**config.mk**
```make
export PLATFORM = sky130hd
export DESIGN_NAME = fbrq_front_flat
export DESIGN_NICKNAME = d
export VERILOG_FILES = /design/src/rtl/framed_byte_ring_queue_unit_defines.svh /design/src/rtl/fbrq_pkg.sv /design/src/rtl/fbrq_if.sv /design/src/rtl/fbrq_front.sv /design/src/flat_wrapper.sv
export SDC_FILE = /design/constraint.sdc
export NUM_CORES = 1
export LEC_CHECK = 0
export BUFFER_PORTS_ARGS = -buffer_cell sky130_fd_sc_hd__buf_2
export CAP_MARGIN = 40
export CORE_MARGIN = 4
export CORE_UTILIZATION = 56
export CTS_CLUSTER_SIZE = 20
export DETAILED_ROUTE_END_ITERATION = 10
export PLACE_DENSITY = 0.9
export SETUP_SLACK_MARGIN = 0.1
export SYNTH_ARGS = -nofsm -noshare
export SYNTH_HDL_FRONTEND = slang
export SYNTH_SLANG_ARGS = --single-unit
```
**constraint.sdc**
```tcl
create_clock -name clock -period 14.8 [get_ports clock]
set_input_delay 0.74 -clock clock [delete_from_list [all_inputs] [get_ports clock]]
set_output_delay 0.74 -clock clock [all_outputs]
set_load 0.02 [all_outputs]
```
**src/rtl/framed_byte_ring_queue_unit_defines.svh**
```systemverilog
// assertion macros of the framed byte ring queue rtl
// no dependencies; included by fbrq_back, which carries concurrent checks
`ifndef FRAMED_BYTE_RING_QUEUE_UNIT_DEFINES_SVH
`define FRAMED_BYTE_RING_QUEUE_UNIT_DEFINES_SVH
`ifndef SYNTHESIS
`define FBRQ_ASSERT(name, clk, rst, prop) \
   name: assert property (@(posedge clk) disable iff (rst) prop) \
      else $error("fbrq check failed");
`define FBRQ_NEVER(name, clk, rst, expr) \
   name: assert property (@(posedge clk) disable iff (rst) !(expr)) \
      else $error("fbrq forbidden condition");
`else
`define FBRQ_ASSERT(name, clk, rst, prop)
`define FBRQ_NEVER(name, clk, rst, expr)
`endif
`endif

```
**src/rtl/fbrq_pkg.sv**
```systemverilog
// types and constants of the framed byte ring queue
// no dependencies
`timescale 1ns / 1ps
`default_nettype none
package fbrq_pkg;
   localparam int unsigned HDR_BYTES      = 16;
   localparam int unsigned END_BYTES      = 4;
   localparam int unsigned FRAME_OVERHEAD = HDR_BYTES + END_BYTES;

   typedef enum logic [1:0] {
      REQ_PUSH_BEGIN = 2'd0,
      REQ_PUSH_BYTE  = 2'd1,
      REQ_POP_START  = 2'd2,
      REQ_POP_READ   = 2'd3
   } req_kind_type;

   typedef enum logic [2:0] {
      ST_OK      = 3'd0,
      ST_FULL    = 3'd1,
      ST_EMPTY   = 3'd2,
      ST_BAD     = 3'd3,
      ST_CORRUPT = 3'd4,
      ST_TOOLONG = 3'd5,
      ST_SEQ     = 3'd6
   } status_type;

   typedef enum logic [2:0] {
      S_IDLE,
      S_WRITE,
      S_READ,
      S_HDR_CHK,
      S_END_CHK,
      S_BYTE_CHK,
      S_RESP
   } state_type;

   typedef enum logic [1:0] {
      PH_HDR,
      PH_END,
      PH_BYTE
   } phase_type;

   typedef enum logic [0:0] {
      CSR_BEGIN_SENTINEL = 1'b0,
      CSR_END_SENTINEL   = 1'b1
   } csr_index_type;

   typedef struct packed {
      req_kind_type kind;
      logic [7:0]   data;
      logic [11:0]  len;
      logic [63:0]  stamp;
      logic [12:0]  limit;
   } req_item_type;

   typedef struct packed {
      logic [31:0] begin_word;
      logic [31:0] end_word;
   } cfg_type;
endpackage
`default_nettype wire

```
**src/rtl/fbrq_if.sv**
```systemverilog
// request and response channel interfaces of the framed byte ring queue
// no dependencies
`timescale 1ns / 1ps
`default_nettype none
interface fbrq_req_if;
   logic        valid;
   logic        ready;
   logic [1:0]  req_type;
   logic [7:0]  payload_byte;
   logic [11:0] payload_length;
   logic [63:0] stamp_in;
   logic [12:0] buffer_limit;
   modport source (output valid, req_type, payload_byte, payload_length, stamp_in,
                   buffer_limit, input ready);
   modport sink   (input valid, req_type, payload_byte, payload_length, stamp_in,
                   buffer_limit, output ready);
endinterface

`default_nettype wire

```
**src/rtl/fbrq_front.sv**
```systemverilog
// request intake: decodes requests and holds them in a two-entry queue
// depends on fbrq_pkg and fbrq_if
`timescale 1ns / 1ps
`default_nettype none
module fbrq_front (
   input  wire                  clock,
   input  wire                  reset,
   fbrq_req_if.sink             req_if,
   output fbrq_pkg::req_item_type q_item,
   output logic                 q_valid,
   input  wire                  q_take
);
   import fbrq_pkg::*;

   req_item_type fifo_ff [2];
   logic         wp_ff, wp_in;
   logic         rp_ff, rp_in;
   logic [1:0]   cnt_ff, cnt_in;
   logic         push, pop;
   req_item_type item_dec;

   // classify the incoming transfer
   always_comb begin
      item_dec.kind  = req_kind_type'(req_if.req_type);
      item_dec.data  = req_if.payload_byte;
      item_dec.len   = req_if.payload_length;
      item_dec.stamp = req_if.stamp_in;
      item_dec.limit = req_if.buffer_limit;
   end

   assign req_if.ready = (cnt_ff != 2'd2);
   assign push         = req_if.valid && req_if.ready;
   assign q_valid      = (cnt_ff != 2'd0);
   assign pop          = q_take && q_valid;
   assign q_item       = fifo_ff[rp_ff];

   // queue pointers
   always_comb begin
      wp_in  = push ? ~wp_ff : wp_ff;
      rp_in  = pop ? ~rp_ff : rp_ff;
      cnt_in = cnt_ff + {1'b0, push} - {1'b0, pop};
   end

   always_ff @(posedge clock) begin
      if (reset) begin
         wp_ff  <= 1'b0;
         rp_ff  <= 1'b0;
         cnt_ff <= 2'd0;
      end else begin
         wp_ff  <= wp_in;
         rp_ff  <= rp_in;
         cnt_ff <= cnt_in;
      end
   end

   // queue storage
   always_ff @(posedge clock) begin
      if (push) begin
         fifo_ff[wp_ff] <= item_dec;
      end
   end
endmodule
`default_nettype wire

```
**src/flat_wrapper.sv**
```systemverilog
// flat-port wrapper written by rule: the top's interface ports become plain ports
module fbrq_front_flat import fbrq_pkg::*;
  (clock, reset, q_item, q_valid, q_take, req_if_valid, req_if_req_type, req_if_payload_byte, req_if_payload_length, req_if_stamp_in, req_if_buffer_limit, req_if_ready);
  fbrq_req_if req_if_i ();
  input  wire clock;
  input  wire reset;
  output fbrq_pkg::req_item_type q_item;
  output logic q_valid;
  input  wire q_take;
  input wire logic [$bits(req_if_i.valid)-1:0] req_if_valid;
  input wire logic [$bits(req_if_i.req_type)-1:0] req_if_req_type;
  input wire logic [$bits(req_if_i.payload_byte)-1:0] req_if_payload_byte;
  input wire logic [$bits(req_if_i.payload_length)-1:0] req_if_payload_length;
  input wire logic [$bits(req_if_i.stamp_in)-1:0] req_if_stamp_in;
  input wire logic [$bits(req_if_i.buffer_limit)-1:0] req_if_buffer_limit;
  output wire logic [$bits(req_if_i.ready)-1:0] req_if_ready;
  assign req_if_i.valid = req_if_valid;
  assign req_if_i.req_type = req_if_req_type;
  assign req_if_i.payload_byte = req_if_payload_byte;
  assign req_if_i.payload_length = req_if_payload_length;
  assign req_if_i.stamp_in = req_if_stamp_in;
  assign req_if_i.buffer_limit = req_if_buffer_limit;
  assign req_if_ready = req_if_i.ready;
  fbrq_front u_core (.clock(clock), .reset(reset), .req_if(req_if_i), .q_item(q_item), .q_valid(q_valid), .q_take(q_take));
endmodule
```
== After elaboration in Yosys (flattened, before gate mapping) ==
Memory sizes are Yosys's and may differ from the RTL's. A register that Yosys moved wholly into a read port is not among the register bits.
Index checks and enable logic that the tools add are counted.
Widths: inputs -> output; s select.

* Memory bits (writable): 198
* Output and inout port bits: 101
* Bits in registers: 4
* Memories kept: 1

{| class="wikitable"
|+ Memory list
! name !! words !! bits a word !! rd ports !! clocked after Yosys merged registers in !! wr ports !! line !! text
|-
| u_core.fifo_ff || 2 || 99 || 1 || 1 || 1 || fbrq_front.sv:15 || <nowiki>req_item_type fifo_ff [2];</nowiki>
|}

* Multiplexer cells: 4
* Bitwise gates (word level): 2
* Eq/ne operators: 1
* Reduce and logical (&&, ||, !) cells: 3
* Add/sub/neg operators: 2

{| class="wikitable"
|+ Operator list
! kind !! count
|-
| $mux 1 || 4
|-
| $add 2x1->2 || 1
|-
| $logic_and 1x1->1 || 2
|-
| $ne 2x2->1 const B || 1
|-
| $not 1->1 || 2
|-
| $reduce_bool 2->1 || 1
|-
| $sub 2x1->2 || 1
|}

== Depth between registers and ports, before layout ==
Gate-level depths: netlist of run 1.

* Depth after elaboration: 4
* Depth in mapped cells: 7
* Mapped depth without buffers: 7

== Worst setup path after synthesis of run 1 ==
OpenSTA, ideal clock, no wires.

* Kind: in2reg
* Start point: in req_if_valid
* End point: mem u_core.fifo_ff[0][0] in the netlist's numbering (enable)
* Path buffers: 0
* Setup time: 570 ps
* Arrival time: 5270 ps
* Stages: 2
* Setup slack: 8960 ps
* Required time: 14230 ps
* Cells stage by stage: and2_1 > nor2b_1

* Word-level cells in the longest chain between the ends: 3

{| class="wikitable"
|+ Ends and longest elaborated chain
! what !! line !! text
|-
| start, declared || flat_wrapper.sv:10 || <nowiki>input wire logic [$bits(req_if_i.valid)-1:0] req_if_valid;</nowiki>
|-
| $logic_and 1x1->1 || fbrq_front.sv:32 || <nowiki>assign push = req_if.valid && req_if.ready;</nowiki>
|-
| $mux 1 || fbrq_front.sv:58 || <nowiki>if (push) begin</nowiki>
|-
| $mux 1 (not written as such) || fbrq_front.sv:59 || <nowiki>fifo_ff[wp_ff] <= item_dec;</nowiki>
|-
| end, declared || fbrq_front.sv:15 ||
|}

No other way between the ends.

==> flow_summary.yaml, run 1 <==
routing:
  drc: 0
  drtPass1Iterations: 4
  dr.first_iter.drc_count: 182
  viasPerCell: 5.04
  wl_per_cell_microns: 18.1
  vias: 3740
  wirelength_mm: 13.4
  ant_nets: 0
power:
  peakVddDrop_mv: 0.133
  p_int_w: 0.00123
  p_leak_nw: 3.52
  total_power_w: 0.00172
  seqPwrFrac_pct: 44.1
  clockPowerShare_pct: 29.3
  pwr-share-comb_pct: 26.6
  sw_frac_of_total_pct: 28.7
  switchingPower_w: 0.000495
  power_density_mw_per_mm2: 185
clocking:
  htreeDepth: 1
  cts.sinks: 203
  cts.clk_slew.worst_paths_ps: 60
  cts_setup_buffers: 0
  clock_path_buffers: 3
  clk_latency_ps: 470
  cts-root-buf: "clkbuf_16"
  postCtsHoldBufs: 0
  cts_tree: "yes"
  numCtsBuffers: 20
  cts_resized: 0
floorplanning:
  rows: 41
  dieHeight_microns: 123
  core_area_sq_mm: 0.0128
  start_util_pct: 58.0
  fp.dieArea_sq_mm: 0.0151
  die_w_microns: 123
  ios: 204
logic_synthesis:
  synth_nets: 440
  yosysUniqueCellTypes: 20
  synthTopCellsByCount: "198 x edfxtp_1, 89 x mux2_2, 10 x mux2_4"
  synthCells: 335
  synth_area_sq_mm: 0.00741
  avgSynthCellArea_sq_um: 22.1
  ys_seq_area_share_pct: 81.6
  async_flop_share_pct: 0
  synthTopCellsByArea: "edfxtp_1 80%, mux2_2 14%, mux2_4 2.0%, dfxtp_1 1.4%, buf_2 0.54%"
  yosysWarnings: 0
  synth_edf_count: 198
  synth.most_common_cell: "edfxtp_1"
  synth-seq-cells: 203
  synth.largest_area_cell: "edfxtp_1"
  yosys_most_used_dff: "edfxtp_1"
  yosys.area.top_type_share_pct: 80.2
layout:
  drive_gt1_share_pct: 60.6
  nets: 659
  n_fill_cell: 775
  syn_to_final_growth_pct: 25.9
global_route:
  grt_pass1_vias: 4039
  antenna_found_initial: 2
  grt_max_degree: 59
  grt_usage_pct: 17.5
  grt_pass1_wl_mm: 20.6
  globalRouteOverflowTotal: 0
setup_path:
  endpoint_kind: "primary output"
  r2r_cells: 3
  r2r_start: "u_core.cnt_ff[0]"
  startpoint_type: "flop"
  required_ps: 14060
  cp_max_fo: 58
  reg2reg_slack_ps: 12500
  cp.arrival_ps: 2280
  rr_endpoint: "u_core.fifo_ff[1][62]"
  worst-setup-path-type: "reg -> out"
timing:
  clock_skew_ps: 7.44
  finalCriticalPeriod_ps: 3020
  slew_headroom_pct: 53.7
  rsz0062_at_grt: "false"
  drv_slew: 0
  min_period_over_period_pct: 20.4
  setup_viol: 0
  finalSetupTns_ps: 0
  final_hold_viol_count: 0
  worstMarginPinSlew_ps: 694
  fmax_mhz: 331
run:
  max_cap_violations: 0
place:
  gp_congestion: 0.743
  numPortBuffers: 203
  dp_hpwl_mm: 9.15
outcome:
  status: "finished clean"
min_path:
  worstHoldStart: "req_if_stamp_in[20]"
  hold_depth: 1
  whs_endpoint: "u_core.fifo_ff[0][33]"
  hold_class: "in -> reg"
[worst max path at each step]
stage                                 end  slack, ps  cells after the start
floorplan            u_core.fifo_ff[0][0]       8960                      2
global placement               q_item[81]      12020                      3
detailed placement  u_core.fifo_ff[1][62]      12200                      3
CTS                            q_item[85]      11740                      4
global route                   q_item[85]      11660                      4
finish                         q_item[83]      11780                      4
[critical path: stages (launching register included)]
cell and delay [ps]:
dfxtp_4 580, buf_4 320, buf_16 300, mux2_2 390
buf_2 160
[power groups by stage]
stage	combinational (W)	sequential (W)	clock, W
after global placement	0.000447	0.000766	0
after CTS	0.000466	0.000761	0.000517
after detailed placement	0.000463	0.000772	0
final	0.000458	0.000759	0.000505
after floorplan	0.000331	0.000764	0
after global routing	0.000489	0.000767	0.000550
[final cells by class]
class,count,area (sq um),share of cell area [%]
clock inverters,15,155,1.66
clock buffers,21,526,5.63
multi-input cells,119,1290,13.9
well taps,172,215,2.31
repair buffers,208,1070,11.5
diodes,2,5.00,0.0537
flip-flops and latches,203,6050,64.9
inverters,2,7.51,0.0805
[flip-flops by register name, indices dropped and copies added, names as in the netlist, named ones only]
register and flops:
u_core.rp_ff 1, u_core.fifo_ff 198, u_core.cnt_ff 2, u_core.wp_ff 1
[routing by layer]
| layer | GRT usage, % | vias up | wire (microns) |
|---|---|---|---|
| li1 | - | 1762 | - |
| met1 | 20.7 | 1818 | 5040 |
| met2 | 32.4 | 144 | 7050 |
| met3 | 4.62 | 16 | 1170 |
| met4 | 3.39 | 0 | 176 |
| met5 | 0 | - | 0 |
[layout by cell type, fill, tap and decap left out, types with 2 or more instances in the layout]
cell type	netlist	routed
nor2_1	4	4
clkinv_1	0	3
dfxtp_1	5	4
diode_2	0	2
nand2b_1	2	2
and2_1	2	2
mux2_4	10	10
edfxtp_1	198	198
buf_4	0	4
clkinvlp_4	0	2
inv_1	2	2
clkbuf_16	0	21
clkinv_2	0	6
mux2_2	89	89
bufinv_16	0	3
ha_1	2	2
buf_2	8	203
[per-stage QoR]
step	std cells	worst slack (ps)	hold slack [ps]	utilization (%)	cell area, sq um
6_report	742	11780	459	73.0	9330
5_1_grt	742	11660	436	73.0	9330
4_1_cts	740	11740	438	73.0	9320
3_5_place_dp	704	12200	511	67.6	8640
3_3_place_gp	703	12020	500	67.4	8610
2_1_floorplan	335	8960	471	-	7410
[kinds of logic (layout without fill, tap and decap cells)]
family | after synthesis | count (layout) | synth area share, %
DFF | 203 | 203 | 81.6
adders and majority gates | 2 | 2 | 0.338
muxes | 99 | 99 | 15.6
AOI/OAI and AO/OA | 2 | 2 | 0.169
xor gates and xnor gates | 2 | 2 | 0.236
buffers and inverters | 13 | 246 | 1.10
and+or+nand+nor | 14 | 14 | 1.01
other | 0 | 2 | 0
No activity file was read; power rests on OpenSTA's default activity.
==> inputs of run 2 (changes only) <==
ABC_AREA = 1   (was unset)
CORE_UTILIZATION = 47   (was 56)
PLACE_DENSITY = 0.81   (was 0.9)
clock period = 2.77 ns   (was 14.8 ns; I/O delays follow)
==> run 2 against run 1 <==
Utilization shrank 5.7 points. Synthesized cell count grew 3.6%. Via count grew 16%. Sequential power grew to 5.4 times the previous value. Setup slack lost 11000 ps. Critical path depth shrank 1. Register-to-register slack lost 12000 ps. Critical endpoint is now q_item[5]. Highest routed layer is now met5.
==> flow_summary.yaml, run 2 <==
floorplanning:
  dieHeight_microns: 134
  start_util_pct: 48.5
  die_w_microns: 134
  core_area_sq_mm: 0.0153
  fp.dieArea_sq_mm: 0.0179
  ios: 204
  rows: 45
min_path:
  hold_class: "in -> reg"
clocking:
  cts_setup_buffers: 0
  cts_resized: 0
  clock_path_buffers: 3
  cts_tree: "yes"
  cts.sinks: 203
  cts-root-buf: "clkbuf_16"
  clk_latency_ps: 490
  postCtsHoldBufs: 102
  cts.clk_slew.worst_paths_ps: 60
  htreeDepth: 1
  numCtsBuffers: 21
timing:
  min_period_over_period_pct: 75.7
  fin_ws_ps: 674
  fmax_mhz: 477
  drv_slew: 0
  setup_viol: 0
  rsz0062_at_grt: "false"
  finalCriticalPeriod_ps: 2100
  final_hold_viol_count: 0
  worstMarginPinSlew_ps: 843
  slew_headroom_pct: 43.8
  finalSetupTns_ps: 0
  clock_skew_ps: 14.3
logic_synthesis:
  yosys_most_used_dff: "edfxtp_1"
  synth_edf_count: 198
  yosys.area.top_type_share_pct: 80.1
  ys_seq_area_share_pct: 81.4
  synthCells: 347
  synth.largest_area_cell: "edfxtp_1"
  yosysWarnings: 0
  synth.most_common_cell: "edfxtp_1"
  synth_nets: 452
  synthTopCellsByCount: "198 x edfxtp_1, 89 x mux2_2, 10 x inv_1, 10 x mux2_4, 9 x nor2_1"
  synth_area_sq_mm: 0.00742
  synth-seq-cells: 203
  yosysUniqueCellTypes: 12
  avgSynthCellArea_sq_um: 21.4
  async_flop_share_pct: 0
  synthTopCellsByArea: "edfxtp_1 80%, mux2_2 14%, mux2_4 2.0%, dfxtp_1 1.3%, buf_2 0.54%"
global_route:
  globalRouteOverflowTotal: 0
  antenna_found_initial: 1
  grt_max_degree: 67
  grt_usage_pct: 17.6
  grt_pass1_wl_mm: 25.0
  grt_pass1_vias: 4765
layout:
  largest_reg_flops: 198
  largest-register: "u_core.fifo_ff"
  drive_gt1_share_pct: 49.1
  utilization_pct: 67.3
  design_area_sq_mm: 0.0103
  syn_to_final_growth_pct: 38.9
  mostFrequentLayoutCells: "203 x buf_2, 198 x edfxtp_1, 102 x dlygate4sd3_1"
  reg_top3: "u_core.fifo_ff x198, u_core.cnt_ff x2"
  nets: 775
  final_common_cell: "buf_2"
  num_antenna_cells: 0
setup_path:
  cp.buffers_inverters: 2
  cp_max_fo: 66
  cp.arrival_ps: 1960
  critPathTopFamily: "buffers and inverters"
  crit_chain: "buf_12 -> mux2_2 -> buf_2"
  critPathMaxStageDelay_ps: 510
  endpoint_kind: "primary output"
  required_ps: 2630
  startpoint_type: "flop"
  critPathSlowestCell: "dfxtp_4"
  worst-setup-path-type: "reg -> out"
place:
  placed_area_sq_mm: 0.00870
  dp_hpwl_mm: 9.33
  gp_congestion: 0.716
  place_ws_ps: 957
  numPortBuffers: 203
power:
  p_leak_nw: 3.93
  power_density_mw_per_mm2: 873
  total_power_w: 0.00900
  peakVddDrop_mv: 0.751
routing:
  drc: 0
  dr.first_iter.drc_count: 218
  vias: 4347
  ant_nets: 0
  wirelength_mm: 16.1
  drtPass1Iterations: 4
  viasPerCell: 4.87
  wl_per_cell_microns: 18.1
run:
  max_cap_violations: 0
outcome:
  status: "finished clean"
-- run 2: final timing paths --
path	from	endpoint	slack, ps	cells after the start
hold / removal	reset	u_core.cnt_ff[0]	360	3
setup / recovery	flop	q_item[5]	670	3
hold reg to reg	u_core.rp_ff	u_core.rp_ff	550	2
setup reg to reg	u_core.cnt_ff[0]	u_core.fifo_ff[0][84]	870	5
-- run 2: logic make-up after synthesis --
| family | synth area share, % |
|---|---|
| muxes | 15.5 |
| and+or+nand+nor | 1.06 |
| buffers and inverters | 1.50 |
| DFF | 81.4 |
| adders and majority gates | 0.337 |
| AOI/OAI and AO/OA | 0.135 |
-- run 2: cell type report --
cell class / count / area, sq um
clock buffers: 28 / 552
clock inverters: 7 / 33.8
fillers: 1035 / 5010
inverters: 10 / 41.3
multi-input cells: 123 / 1270
flip-flops and latches: 203 / 6050
well taps: 211 / 264
repair buffers: 311 / 2090
-- run 2: per-layer routing --
metal,GRT usage [%],share of wire (%)
met5,0,0.074
met4,4.91,2.5
met3,4.15,6.4
met2,32.1,53
met1,20.9,38
-- run 2: worst reg2reg max path: cells and delay by family (launching register included) --
family	cells	cell delay [ps]
flip-flops	1	330
buffers and inverters	2	700
AND/OR/NAND/NOR	3	400
-- run 2: report_power, final --
group          internal, W  switching [W]
Sequential         0.00394       0.000145
Clock              0.00139        0.00105
Combinational     0.000996        0.00148
Total              0.00632        0.00267
-- run 2: through the flow --
step	instances	hold WS, ps
after floorplan	347	210
after global placement	756	312
after detailed placement	756	314
after CTS	893	333
after global routing	893	365
final	893	362
==> inputs of run 3 (changes only) <==
CORE_UTILIZATION = 52   (was 47)
PLACE_DENSITY = 0.84   (was 0.81)
clock period = 2.15 ns   (was 2.77 ns; I/O delays follow)
==> run 3 against run 2 <==
Clock skew down 1.3 ps. Sequential share of layout area decreased by 0.62 points. Final area rose by 1.1%. Clock-buffer cell count fell by 4. Utilization grew 7.5 points. Critical endpoint is now q_item[24]. Largest power group unchanged. Power up 33%. Setup slack lost 420 ps. Combinational power is 31% higher.
==> flow_summary.yaml, run 3 (synthesized netlist as in run 2, its figures left out) <==
outcome:
  status: "finished clean"
setup_path:
  cp.arrival_ps: 1790
  endpoint_kind: "primary output"
  required_ps: 2040
  r2r_cells: 9
  rr_endpoint: "u_core.cnt_ff[1]"
  worst-setup-path-type: "reg -> out"
  reg2reg_slack_ps: 670
  r2r_start: "u_core.cnt_ff[1]"
  cp_max_fo: 48
  startpoint_type: "flop"
floorplanning:
  start_util_pct: 53.3
  rows: 43
  dieHeight_microns: 127
  core_area_sq_mm: 0.0139
  fp.dieArea_sq_mm: 0.0163
  ios: 204
  die_w_microns: 127
clocking:
  cts_setup_buffers: 0
  cts.clk_slew.worst_paths_ps: 60
  htreeDepth: 1
  clock_path_buffers: 3
  cts-root-buf: "clkbuf_16"
  cts_tree: "yes"
  clk_latency_ps: 470
  numCtsBuffers: 20
  cts.sinks: 203
routing:
  ant_nets: 0
  drc: 0
  viasPerCell: 5.02
  dr.first_iter.drc_count: 264
  wirelength_mm: 15.7
  drtPass1Iterations: 4
  wl_per_cell_microns: 18.2
  vias: 4339
place:
  numPortBuffers: 203
  place_ws_ps: 687
  place_inst: 725
  gp_congestion: 0.755
  dp_hpwl_mm: 9.23
  placed_area_sq_mm: 0.00874
power:
  pwr-share-comb_pct: 27.1
  power_density_mw_per_mm2: 1150
  sw_frac_of_total_pct: 28.8
  p_leak_nw: 3.99
  p_int_w: 0.00853
  seqPwrFrac_pct: 43.8
  peakVddDrop_mv: 0.867
  clockPowerShare_pct: 29.1
  switchingPower_w: 0.00345
timing:
  rsz0062_at_grt: "false"
  finalSetupTns_ps: 0
  final_hold_viol_count: 0
  fin_ws_ps: 256
  worstMarginPinSlew_ps: 423
  fmax_mhz: 528
  drv_slew: 0
  holdWs_ps: 354
  clock_skew_ps: 13.0
  slew_headroom_pct: 71.8
  setup_viol: 0
  min_period_over_period_pct: 88.1
  finalCriticalPeriod_ps: 1890
global_route:
  antenna_found_initial: 1
  globalRouteOverflowTotal: 0
  grt_usage_pct: 18.9
  grt_pass1_wl_mm: 24.2
  grt_pass1_vias: 4734
  grt_max_degree: 77
layout:
  fin_cells: 864
  drive_gt1_share_pct: 50.2
  final_common_cell: "buf_2"
  largest-register: "u_core.fifo_ff"
  nets: 774
  syn_to_final_growth_pct: 40.4
  n_fill_cell: 803
  largest_reg_flops: 198
  reg_top3: "u_core.fifo_ff x198, u_core.cnt_ff x2"
  mostFrequentLayoutCells: "203 x buf_2, 198 x edfxtp_1, 102 x dlygate4sd3_1"
  design_area_sq_mm: 0.0104
  seq_area_sq_mm: 0.00605
  multi_input_area_sq_mm: 0.00129
min_path:
  worstHoldStart: "req_if_stamp_in[51]"
  hold_class: "in -> reg"
  hold_depth: 2
  whs_endpoint: "u_core.fifo_ff[1][64]"
run:
  max_cap_violations: 0
-- run 3: layout make-up --
class                           instances  share of cell area (%)
Clock buffer                           24                    5.15
Clock inverter                         12                    1.21
Tap cell                              180                    2.16
Timing Repair Buffer                  311                    20.6
Sequential cell                       203                    58.1
Inverter                               10                   0.396
Multi-Input combinational cell        123                    12.4
Antenna cell                            1                  0.0240
-- run 3: what timing repair did --
item / CTS / global route
gates resized for setup: 0 / 0
hold buffers: 102 / 0
hold endpoints to repair: 203 / 0
-- run 3: worst max path at each step --
| stage | start | end | slack, ps |
|---|---|---|---|
| after floorplan | u_core.cnt_ff[0] | u_core.fifo_ff[0][0] | -280 |
| after global placement | u_core.cnt_ff[0] | u_core.fifo_ff[0][91] | 770 |
| after detailed placement | u_core.cnt_ff[1] | u_core.cnt_ff[1] | 690 |
| after CTS | flop | q_item[28] | 240 |
| after global routing | flop | q_item[34] | 190 |
| final | flop | q_item[24] | 260 |
-- run 3: through the flow --
step / total power (W) / util, %
3_5_place_dp: 0.00843 / 62.7
6_report: 0.0120 / 74.8
3_3_place_gp: 0.00831 / 62.7
4_1_cts: 0.0121 / 74.8
2_1_floorplan: 0.00740 / -
5_1_grt: 0.0125 / 74.8
-- run 3: worst max-delay path: stages, from the launching register on --
cell	delay, ps
dfxtp_4	450
buf_12	260
mux2_2	390
buf_2	160
-- run 3: power groups by stage --
stage / sequential [W] / combinational, W / clock, W
global route: 0.00529 / 0.00346 / 0.00375
detailed placement: 0.00532 / 0.00310 / 0
CTS: 0.00524 / 0.00326 / 0.00356
finish: 0.00525 / 0.00325 / 0.00349
global placement: 0.00528 / 0.00304 / 0
floorplan: 0.00527 / 0.00213 / 0
-- run 3: metal layers --
metal | global-route usage, % | vias up | routed length [microns]
li1 | - | 1996 | -
met3 | 4.14 | 36 | 1020
met1 | 22.6 | 2127 | 5940
met4 | 6.06 | 0 | 439
met2 | 34.1 | 180 | 8310
met5 | 0 | - | 0
